**src/rtl/goab_pkg.sv**
```systemverilog
// ----------------------------------------------------------------------------
// goab_pkg
// Shared types and constants for the goal ordering block.
// ----------------------------------------------------------------------------
package goab_pkg;

  localparam int unsigned VertexW = 16;
  localparam int unsigned ColsW   = 11;
  localparam int unsigned CostW   = 17;

  localparam logic [1:0] RegGridColumns = 2'd0;
  localparam logic [1:0] RegStartVertex = 2'd1;
  localparam logic [1:0] RegStartTime   = 2'd2;
  localparam logic [1:0] RegHorizon     = 2'd3;

  localparam logic [CostW-1:0] UnreachCost = 17'h10000;

  // Result of the cost unit for one goal.
  typedef struct packed {
    logic [VertexW-1:0] vertex;
    logic [CostW-1:0]   cost;
    logic               last;
  } goal_t;

  // Stored key: cost above vertex, so a plain compare orders them.
  typedef struct packed {
    logic [CostW-1:0]   cost;
    logic [VertexW-1:0] vertex;
  } entry_t;

endpackage

```
**src/rtl/goab_cost.sv**
```systemverilog
// ----------------------------------------------------------------------------
// goab_cost
// Splits vertex ids into row and column by restoring division, one quotient
// bit a cycle, and forms the Manhattan cost with the reachability check.
// ----------------------------------------------------------------------------
module goab_cost (
  input  logic                          clk_i,
  input  logic                          rst_ni,
  input  logic [goab_pkg::ColsW-1:0]    grid_columns_i,
  input  logic [goab_pkg::VertexW-1:0]  start_vertex_i,
  input  logic [goab_pkg::VertexW-1:0]  start_time_i,
  input  logic [goab_pkg::VertexW-1:0]  horizon_i,
  input  logic                          start_i,
  input  logic [goab_pkg::VertexW-1:0]  goal_vertex_i,
  input  logic                          last_goal_i,
  output logic                          busy_o,
  output logic                          done_o,
  output goab_pkg::goal_t               goal_o
);

  localparam int unsigned VW = goab_pkg::VertexW;
  localparam int unsigned CW = goab_pkg::ColsW;

  typedef enum logic [1:0] {StIdle, StDivStart, StDivGoal, StCost} state_e;

  state_e              state_q;
  logic [4:0]          bit_q;
  logic [VW-1:0]       quot_q;
  logic [CW-1:0]       rem_q;
  logic [VW-1:0]       srow_q;
  logic [CW-1:0]       scol_q;
  logic [VW-1:0]       vtx_q;
  logic                last_q;
  logic                done_q;
  goab_pkg::goal_t     goal_q;

  logic [CW-1:0]  cols;
  logic [VW-1:0]  dividend;
  logic [CW:0]    trial;
  logic           fits;
  logic [CW-1:0]  rem_next;
  logic [VW-1:0]  quot_next;
  logic [VW-1:0]  drow;
  logic [CW-1:0]  dcol;
  logic [VW+1:0]  distance;
  logic [VW+2:0]  arrive;
  logic [VW-1:0]  upper;

  assign cols     = (grid_columns_i == '0) ? CW'(1) : grid_columns_i;
  assign dividend = (state_q == StDivStart) ? start_vertex_i : vtx_q;
  assign trial    = {rem_q, dividend[bit_q[3:0]]};
  assign fits     = trial >= {1'b0, cols};
  assign rem_next = fits ? CW'(trial - {1'b0, cols}) : trial[CW-1:0];
  assign quot_next = {quot_q[VW-2:0], fits};

  assign drow     = (srow_q > quot_q) ? srow_q - quot_q : quot_q - srow_q;
  assign dcol     = (scol_q > rem_q) ? scol_q - rem_q : rem_q - scol_q;
  assign distance = (VW+2)'(drow) + (VW+2)'(dcol);
  assign upper    = (horizon_i == '0) ? VW'(1) : horizon_i;
  assign arrive   = (VW+3)'(start_time_i) + (VW+3)'(distance);

  always_ff @(posedge clk_i or negedge rst_ni) begin
    if (!rst_ni) begin
      state_q <= StIdle;
      done_q  <= 1'b0;
      bit_q   <= '0;
    end else begin
      done_q <= 1'b0;
      unique case (state_q)
        StIdle: begin
          if (start_i) begin
            vtx_q   <= goal_vertex_i;
            last_q  <= last_goal_i;
            bit_q   <= 5'(VW - 1);
            quot_q  <= '0;
            rem_q   <= '0;
            state_q <= StDivStart;
          end
        end
        StDivStart, StDivGoal: begin
          quot_q <= quot_next;
          rem_q  <= rem_next;
          if (bit_q == '0) begin
            bit_q <= 5'(VW - 1);
            if (state_q == StDivStart) begin
              srow_q  <= quot_next;
              scol_q  <= rem_next;
              quot_q  <= '0;
              rem_q   <= '0;
              state_q <= StDivGoal;
            end else begin
              state_q <= StCost;
            end
          end else begin
            bit_q <= bit_q - 5'd1;
          end
        end
        StCost: begin
          goal_q.vertex <= vtx_q;
          goal_q.last   <= last_q;
          goal_q.cost   <= (arrive > (VW+3)'(upper)) ? goab_pkg::UnreachCost
                                                      : goab_pkg::CostW'(distance);
          done_q  <= 1'b1;
          state_q <= StIdle;
        end
        default: state_q <= StIdle;
      endcase
    end
  end

  assign busy_o = (state_q != StIdle);
  assign done_o = done_q;
  assign goal_o = goal_q;

endmodule

```
**src/rtl/goab_store.sv**
```systemverilog
// ----------------------------------------------------------------------------
// goab_store
// Sorted goal memory. Inserts by shifting entries up one per read-compare step
// from the top, then streams the sorted run out through a one-word output
// register.
// ----------------------------------------------------------------------------
module goab_store #(
  parameter int unsigned MaxGoals = 32
) (
  input  logic                          clk_i,
  input  logic                          rst_ni,
  input  logic                          goal_valid_i,
  input  goab_pkg::goal_t               goal_i,
  output logic                          busy_o,
  output logic                          out_valid_o,
  input  logic                          out_ready_i,
  output logic [goab_pkg::VertexW-1:0]  ordered_vertex_o,
  output logic [goab_pkg::VertexW-1:0]  arrival_cost_o,
  output logic                          unreachable_o,
  output logic                          last_out_o
);

  localparam int unsigned AW = (MaxGoals > 1) ? $clog2(MaxGoals) : 1;
  localparam int unsigned NW = $clog2(MaxGoals + 1);

  typedef enum logic [2:0] {StIdle, StRead, StComp, StEmitRd, StEmitWait, StEmitOut}
    state_e;

  goab_pkg::entry_t mem_q [MaxGoals];
  goab_pkg::entry_t rdata_q;

  state_e          state_q;
  logic [NW-1:0]   count_q;
  logic [NW-1:0]   idx_q;
  goab_pkg::entry_t key_q;
  logic            last_q;
  logic            out_valid_q;
  goab_pkg::entry_t out_q;
  logic            out_last_q;

  logic            mem_we;
  logic [AW-1:0]   mem_waddr;
  goab_pkg::entry_t mem_wdata;
  logic [AW-1:0]   mem_raddr;

  always_ff @(posedge clk_i) begin
    if (mem_we) begin
      mem_q[mem_waddr] <= mem_wdata;
    end
    rdata_q <= mem_q[mem_raddr];
  end

  // Read the entry just below the insertion hole, or the next emitted one.
  // The emit address is held while the output register is full, so the read
  // data stays put until it can be loaded.
  always_comb begin
    mem_raddr = AW'(idx_q - NW'(1));
    if (state_q == StEmitRd || state_q == StEmitWait) begin
      mem_raddr = AW'(idx_q);
    end
  end

  always_comb begin
    mem_we    = 1'b0;
    mem_waddr = AW'(idx_q);
    mem_wdata = key_q;
    if (state_q == StComp) begin
      mem_we = 1'b1;
      if (rdata_q > key_q) begin
        mem_wdata = rdata_q;
      end
    end else if (state_q == StRead && idx_q == '0) begin
      mem_we = 1'b1;
    end
  end

  always_ff @(posedge clk_i or negedge rst_ni) begin
    if (!rst_ni) begin
      state_q     <= StIdle;
      count_q     <= '0;
      idx_q       <= '0;
      out_valid_q <= 1'b0;
      last_q      <= 1'b0;
    end else begin
      if (out_valid_q && out_ready_i) begin
        out_valid_q <= 1'b0;
      end
      unique case (state_q)
        StIdle: begin
          if (goal_valid_i) begin
            key_q  <= {goal_i.cost, goal_i.vertex};
            last_q <= goal_i.last;
            idx_q  <= count_q;
            if (count_q == NW'(MaxGoals)) begin
              idx_q   <= '0;
              state_q <= goal_i.last ? StEmitRd : StIdle;
              if (goal_i.last && count_q == '0) begin
                state_q <= StIdle;
              end
            end else begin
              state_q <= StRead;
            end
          end
        end
        StRead: begin
          if (idx_q == '0) begin
            count_q <= count_q + NW'(1);
            state_q <= last_q ? StEmitRd : StIdle;
          end else begin
            state_q <= StComp;
          end
        end
        StComp: begin
          if (rdata_q > key_q) begin
            idx_q   <= idx_q - NW'(1);
            state_q <= StRead;
          end else begin
            count_q <= count_q + NW'(1);
            idx_q   <= '0;
            state_q <= last_q ? StEmitRd : StIdle;
          end
        end
        StEmitRd: state_q <= StEmitWait;
        StEmitWait: begin
          if (!out_valid_q || out_ready_i) begin
            out_q       <= rdata_q;
            out_last_q  <= (idx_q + NW'(1) == count_q);
            out_valid_q <= 1'b1;
            state_q     <= StEmitOut;
          end
        end
        StEmitOut: begin
          if (idx_q + NW'(1) == count_q) begin
            count_q <= '0;
            idx_q   <= '0;
            state_q <= StIdle;
          end else begin
            idx_q   <= idx_q + NW'(1);
            state_q <= StEmitRd;
          end
        end
        default: state_q <= StIdle;
      endcase
    end
  end

  // On a first insert the read of the empty slot is skipped; the hole at
  // index zero is written directly in the read state.
  assign busy_o          = (state_q != StIdle);
  assign out_valid_o     = out_valid_q;
  assign ordered_vertex_o = out_q.vertex;
  assign unreachable_o   = out_q.cost[goab_pkg::CostW-1];
  assign arrival_cost_o  = out_q.cost[goab_pkg::CostW-1] ? '0
                                                         : out_q.cost[goab_pkg::VertexW-1:0];
  assign last_out_o      = out_last_q;

endmodule

```
**src/rtl/goal_order_by_arrival_cost.sv**
```systemverilog
// ----------------------------------------------------------------------------
// goal_order_by_arrival_cost
// Orders goal vertex ids by Manhattan arrival cost, unreachable goals last.
// ----------------------------------------------------------------------------
// For each goal word the row and column split runs a restoring divider one
// quotient bit per cycle for the start and the goal, and insertion walks
// the sorted memory one entry per read-compare-write step. A word with
// last_goal set then streams the whole sorted run, each result read while
// the previous one waits in the output register, and the store empties.
// Goals beyond MaxGoals are dropped. No input is taken until the previous
// word is fully processed and emitted.
module goal_order_by_arrival_cost #(
  parameter int unsigned MaxGoals = 32
) (
  input  logic                          clk_i,
  input  logic                          rst_ni,
  input  logic                          cfg_valid_i,
  output logic                          cfg_ready_o,
  input  logic [1:0]                    cfg_index_i,
  input  logic [goab_pkg::VertexW-1:0]  cfg_data_i,
  input  logic                          in_valid_i,
  output logic                          in_ready_o,
  input  logic [goab_pkg::VertexW-1:0]  goal_vertex_i,
  input  logic                          last_goal_i,
  output logic                          out_valid_o,
  input  logic                          out_ready_i,
  output logic [goab_pkg::VertexW-1:0]  ordered_vertex_o,
  output logic [goab_pkg::VertexW-1:0]  arrival_cost_o,
  output logic                          unreachable_o,
  output logic                          last_out_o
);

  logic [goab_pkg::ColsW-1:0]   grid_columns_q;
  logic [goab_pkg::VertexW-1:0] start_vertex_q;
  logic [goab_pkg::VertexW-1:0] start_time_q;
  logic [goab_pkg::VertexW-1:0] horizon_q;

  logic            cost_busy, cost_done, store_busy, accept;
  goab_pkg::goal_t goal;

  assign cfg_ready_o = 1'b1;

  always_ff @(posedge clk_i or negedge rst_ni) begin
    if (!rst_ni) begin
      grid_columns_q <= goab_pkg::ColsW'(1);
      start_vertex_q <= '0;
      start_time_q   <= '0;
      horizon_q      <= goab_pkg::VertexW'(1);
    end else if (cfg_valid_i) begin
      unique case (cfg_index_i)
        goab_pkg::RegGridColumns: grid_columns_q <= cfg_data_i[goab_pkg::ColsW-1:0];
        goab_pkg::RegStartVertex: start_vertex_q <= cfg_data_i;
        goab_pkg::RegStartTime:   start_time_q   <= cfg_data_i;
        goab_pkg::RegHorizon:     horizon_q      <= cfg_data_i;
        default: ;
      endcase
    end
  end

  assign in_ready_o = !cost_busy && !cost_done && !store_busy && !out_valid_o;
  assign accept     = in_valid_i && in_ready_o;

  goab_cost u_cost (
    .clk_i          (clk_i),
    .rst_ni         (rst_ni),
    .grid_columns_i (grid_columns_q),
    .start_vertex_i (start_vertex_q),
    .start_time_i   (start_time_q),
    .horizon_i      (horizon_q),
    .start_i        (accept),
    .goal_vertex_i  (goal_vertex_i),
    .last_goal_i    (last_goal_i),
    .busy_o         (cost_busy),
    .done_o         (cost_done),
    .goal_o         (goal)
  );

  goab_store #(.MaxGoals(MaxGoals)) u_store (
    .clk_i            (clk_i),
    .rst_ni           (rst_ni),
    .goal_valid_i     (cost_done),
    .goal_i           (goal),
    .busy_o           (store_busy),
    .out_valid_o      (out_valid_o),
    .out_ready_i      (out_ready_i),
    .ordered_vertex_o (ordered_vertex_o),
    .arrival_cost_o   (arrival_cost_o),
    .unreachable_o    (unreachable_o),
    .last_out_o       (last_out_o)
  );

endmodule
```
**config.mk**
```make
export PLATFORM = sky130hd
export DESIGN_NAME = goal_order_by_arrival_cost
export DESIGN_NICKNAME = d
export VERILOG_FILES = /design/src/rtl/goab_pkg.sv /design/src/rtl/goab_cost.sv /design/src/rtl/goab_store.sv /design/src/rtl/goal_order_by_arrival_cost.sv
export SDC_FILE = /design/constraint.sdc
export NUM_CORES = 2
export LEC_CHECK = 0
export BUFFER_PORTS_ARGS = -buffer_cell sky130_fd_sc_hd__buf_2
export CORE_MARGIN = 2
export CORE_UTILIZATION = 65
export DETAILED_ROUTE_END_ITERATION = 8
export GPL_TIMING_DRIVEN = 0
export HOLD_SLACK_MARGIN = 0.05
export PLACE_DENSITY_LB_ADDON = 0.1
export SYNTH_ARGS = -nofsm -noshare
export SYNTH_HDL_FRONTEND = slang
export SYNTH_HIERARCHICAL = 1
export SYNTH_SLANG_ARGS = --single-unit
```
**constraint.sdc**
```tcl
create_clock -name clk_i -period 11.9 [get_ports clk_i]
set_clock_uncertainty 0.1 [all_clocks]
set_input_delay 0.595 -clock clk_i [delete_from_list [all_inputs] [get_ports clk_i]]
set_output_delay 0.595 -clock clk_i [all_outputs]
set_load 0.02 [all_outputs]
```
==> results.txt <==
share of cells above drive strength 1: 14.26%
drt pass-1 iters: 8
H-Tree Depth: 4
crit path capture type: flop
Worst Tran Pin Value: 1.143 ns
Die Span Y: 302.0 um
initial antenna violation count: 7
reg2reg setup slack: 2.54 ns
Max Clock Freq: 0.1069 GHz
remaining antenna violation count: 0
Final Hold Viols: 0
Layout area overhead: 14.03%
CP max stage delay: 0.53 ns
DR vias/cell: 6.498
TritonCTS Sinks: 1,345
Synth Warn #: 6
total number of vias: 38,519
Reg clk slew, reported paths: 0.06 ns
grt ovf: 0
syn_area_per_cell: 13.26 um2
Post-CTS Resized: 0
DIE AREA: 91,190 um2
synthesized area: 57,710 um2
first-pass GRT wire length: 239.6 mm
RSZ-0062 raised after global routing: no
Longest Clk Path Bufs: 3
Max transition margin: 23.51%
post-route minimum period: 9.357 ns
Rows: 109
die width: 302.0 um
# nets final: 4,850
synth top area cells: edfxtp_1, nand2_1, dfrtp_1, ha_1, nand3_1
setup bufs post-CTS: 0
Clk Latency, worst-skew pair: 0.74 ns
Synth async-reset ratio: 6.245%
Synth area leader: edfxtp_1
max-cap viol count: 0
#FFs+latches synth: 1,345
Synthesized Nets: 4,551
WL final: 164.9 mm
status: complete, no violations
Starting Density: 65.41%
final setup TNS: 0 ns
Worst path most repeated cell: ha_1
Clock Tree Root: clkbuf_16
Top FF cell, synth: edfxtp_1
Post-synth EDFFs: 1,228
DR WL/cell: 27.81 um
Remaining DRCs: 0
endpoints failing setup: 0
Post-Synthesis Cells: 4,351
crit path kind: flop to flop
worst endpoint required time: 12.27 ns
Synth top area share: 63.89%
crit share post-route: 78.63%
largest net degree at the start of global routing: 66
post-DP HPWL: 114.8 mm
Detailed Route Iter0 Violations: 4,820
fin. max-slew vios: 0
Core ar.: 88,240 um2
register area share after synthesis: 68.68%
Critical-path top delay cell: clkbuf_1
crit-path max FO: 10
total track usage: 36.40%
I/O pin count: 77
Hold Crit Class: input port to flop
CTS tree: built
# port buffers: 75
WP data arrival: 9.73 ns
Distinct cells, synth: 93
Buf/Inv on CP: 5
Worst setup SP type: flop
cts bufs inserted: 136
routability cong.: 0.9203
number of global-route vias before repair: 37,999
filler cell count: 5,480
hold buffer count at CTS: 20
family with the most delay on the worst path: simple AND/OR/NAND/NOR gates
through the flow:
step | util (%) | setup WS, ns | instance area, um2 | std cells | hold slack, ns
CTS | 74.58 | 2.619 | 65810 | 5927 | 0.05025
finish | 74.58 | 2.543 | 65810 | 5928 | 0.08726
floorplan | - | 4.217 | 57710 | 4351 | 0.1994
global route | 74.58 | 1.855 | 65810 | 5927 | 0.05882
detailed placement | 69.42 | 2.657 | 61260 | 5657 | 0.3045
global placement | 67.48 | 2.690 | 59550 | 5591 | 0.3008
cell families after synthesis:
kind of cell               Yosys count  share of synthesized area [%]
AOI/OAI and AO/OA                  584                          6.998
xor gates and xnor gates            62                         0.9409
adders and majority gates          160                          3.560
buffers and inverters              425                          3.319
DFF                               1345                          68.68
muxes                              228                          4.388
other                                1                       0.006498
and+or+nand+nor                   1546                          12.10
flip-flops by register name (all words and copies together), names as in the netlist, 16 cells and up:
register	count
horizon_q	16
u_store/key_q	33
u_cost/quot_q	16
u_store/mem_q	1056
start_vertex_q	16
u_cost/goal_o	34
start_time_q	16
u_store/ordered_vertex_o	16
u_store/rdata_q	33
u_cost/srow_q	16
u_cost/vtx_q	16
u_store/out_q	16
worst paths after layout:
check | end | cells after the start | start
max | u_cost/goal_o[11]$_SDFFCE_PN0P_ | 38 | u_cost/quot_q[9]$_SDFFCE_PP0P_
min | start_time_q[3]$_DFFE_PN0P_ | 2 | cfg_data_i[3]
max reg2reg | u_cost/goal_o[11]$_SDFFCE_PN0P_ | 38 | u_cost/quot_q[9]$_SDFFCE_PP0P_
min reg2reg | u_store/key_q[16]$_DFFE_PP_ | 0 | u_cost/goal_o[1]$_SDFFCE_PN0P_
max in group asynchronous | grid_columns_q[0]$_DFFE_PN1P_ | 3 | rst_ni
min in group asynchronous | start_vertex_q[8]$_DFFE_PN0P_ | 2 | rst_ni
Yosys cell counts (45+ instances only):
| cell type | number |
|---|---|
| dfrtp_1 | 82 |
| inv_1 | 183 |
| nand3_1 | 301 |
| nor2_1 | 104 |
| a31oi_1 | 140 |
| o21ai_0 | 64 |
| clkbuf_1 | 101 |
| nand2_1 | 909 |
| ha_1 | 153 |
| mux2i_1 | 145 |
| edfxtp_1 | 1228 |
| a32oi_1 | 134 |
| a21oi_1 | 90 |
| xnor2_1 | 45 |
| buf_2 | 92 |
| mux2_2 | 70 |
metal layers:
layer / track usage (%) / part of all wire, % / vias to the layer above
met4: 17.31 / 5.1 / 6
li1: - / - / 16737
met5: 0 / 0.022 / -
met1: 44.52 / 35 / 18810
met2: 61.26 / 49 / 2431
met3: 8.964 / 11 / 535
layout make-up:
type | instances | area (um2) | share of cell area, %
Inverter | 184 | 693.2 | 1.053
Multi-Input combinational cell | 2581 | 16560 | 25.16
Antenna cell | 1 | 2.502 | 0.003802
Sequential cell | 1345 | 39640 | 60.24
Buffer | 241 | 1222 | 1.858
Timing Repair Buffer | 161 | 1882 | 2.859
Clock buffer | 186 | 3820 | 5.805
Clock inverter | 64 | 530.5 | 0.8061
Tap cell | 1165 | 1458 | 2.215
worst register-to-register path: cells and delay by family, from the launching register on:
| kind | cells | cell delay (ns) |
|---|---|---|
| compound gates | 11 | 2.24 |
| xor+xnor | 3 | 0.58 |
| fa+ha+maj | 4 | 1.30 |
| buf+inv | 5 | 1.24 |
| flops | 1 | 0.37 |
| mux | 2 | 0.64 |
| simple gates | 13 | 2.61 |
placed cells by master (no fill, tap or decap), types with 16 or more instances in the layout:
cell type / netlist / final
xor2_1: 17 / 17
nor4_1: 24 / 24
clkbuf_16: 0 / 143
clkinv_1: 0 / 26
dlygate4sd3_1: 0 / 20
inv_1: 183 / 183
nor2b_1: 41 / 40
o21ai_0: 64 / 55
nand3_1: 301 / 301
a32oi_1: 134 / 134
mux2_2: 70 / 70
buf_16: 0 / 16
clkbuf_1: 101 / 136
nand2b_1: 18 / 18
nand4_1: 25 / 25
nand2_1: 909 / 909
buf_4: 33 / 35
nor2_4: 1 / 34
ha_1: 153 / 153
mux2i_1: 145 / 145
o21ai_2: 2 / 31
buf_8: 0 / 22
nor4_2: 22 / 22
buf_2: 92 / 167
a21o_1: 24 / 24
dfxtp_1: 33 / 33
a21oi_1: 90 / 90
clkinv_2: 0 / 24
buf_12: 0 / 26
dfrtp_1: 82 / 82
edfxtp_1: 1228 / 1228
xnor2_1: 45 / 45
nor2_1: 104 / 71
nor3_1: 25 / 25
a31oi_1: 140 / 140
Power is left out: the tool's default activity adds up to more than one toggle a clock period on the data nets, which glitch-free logic cannot reach.
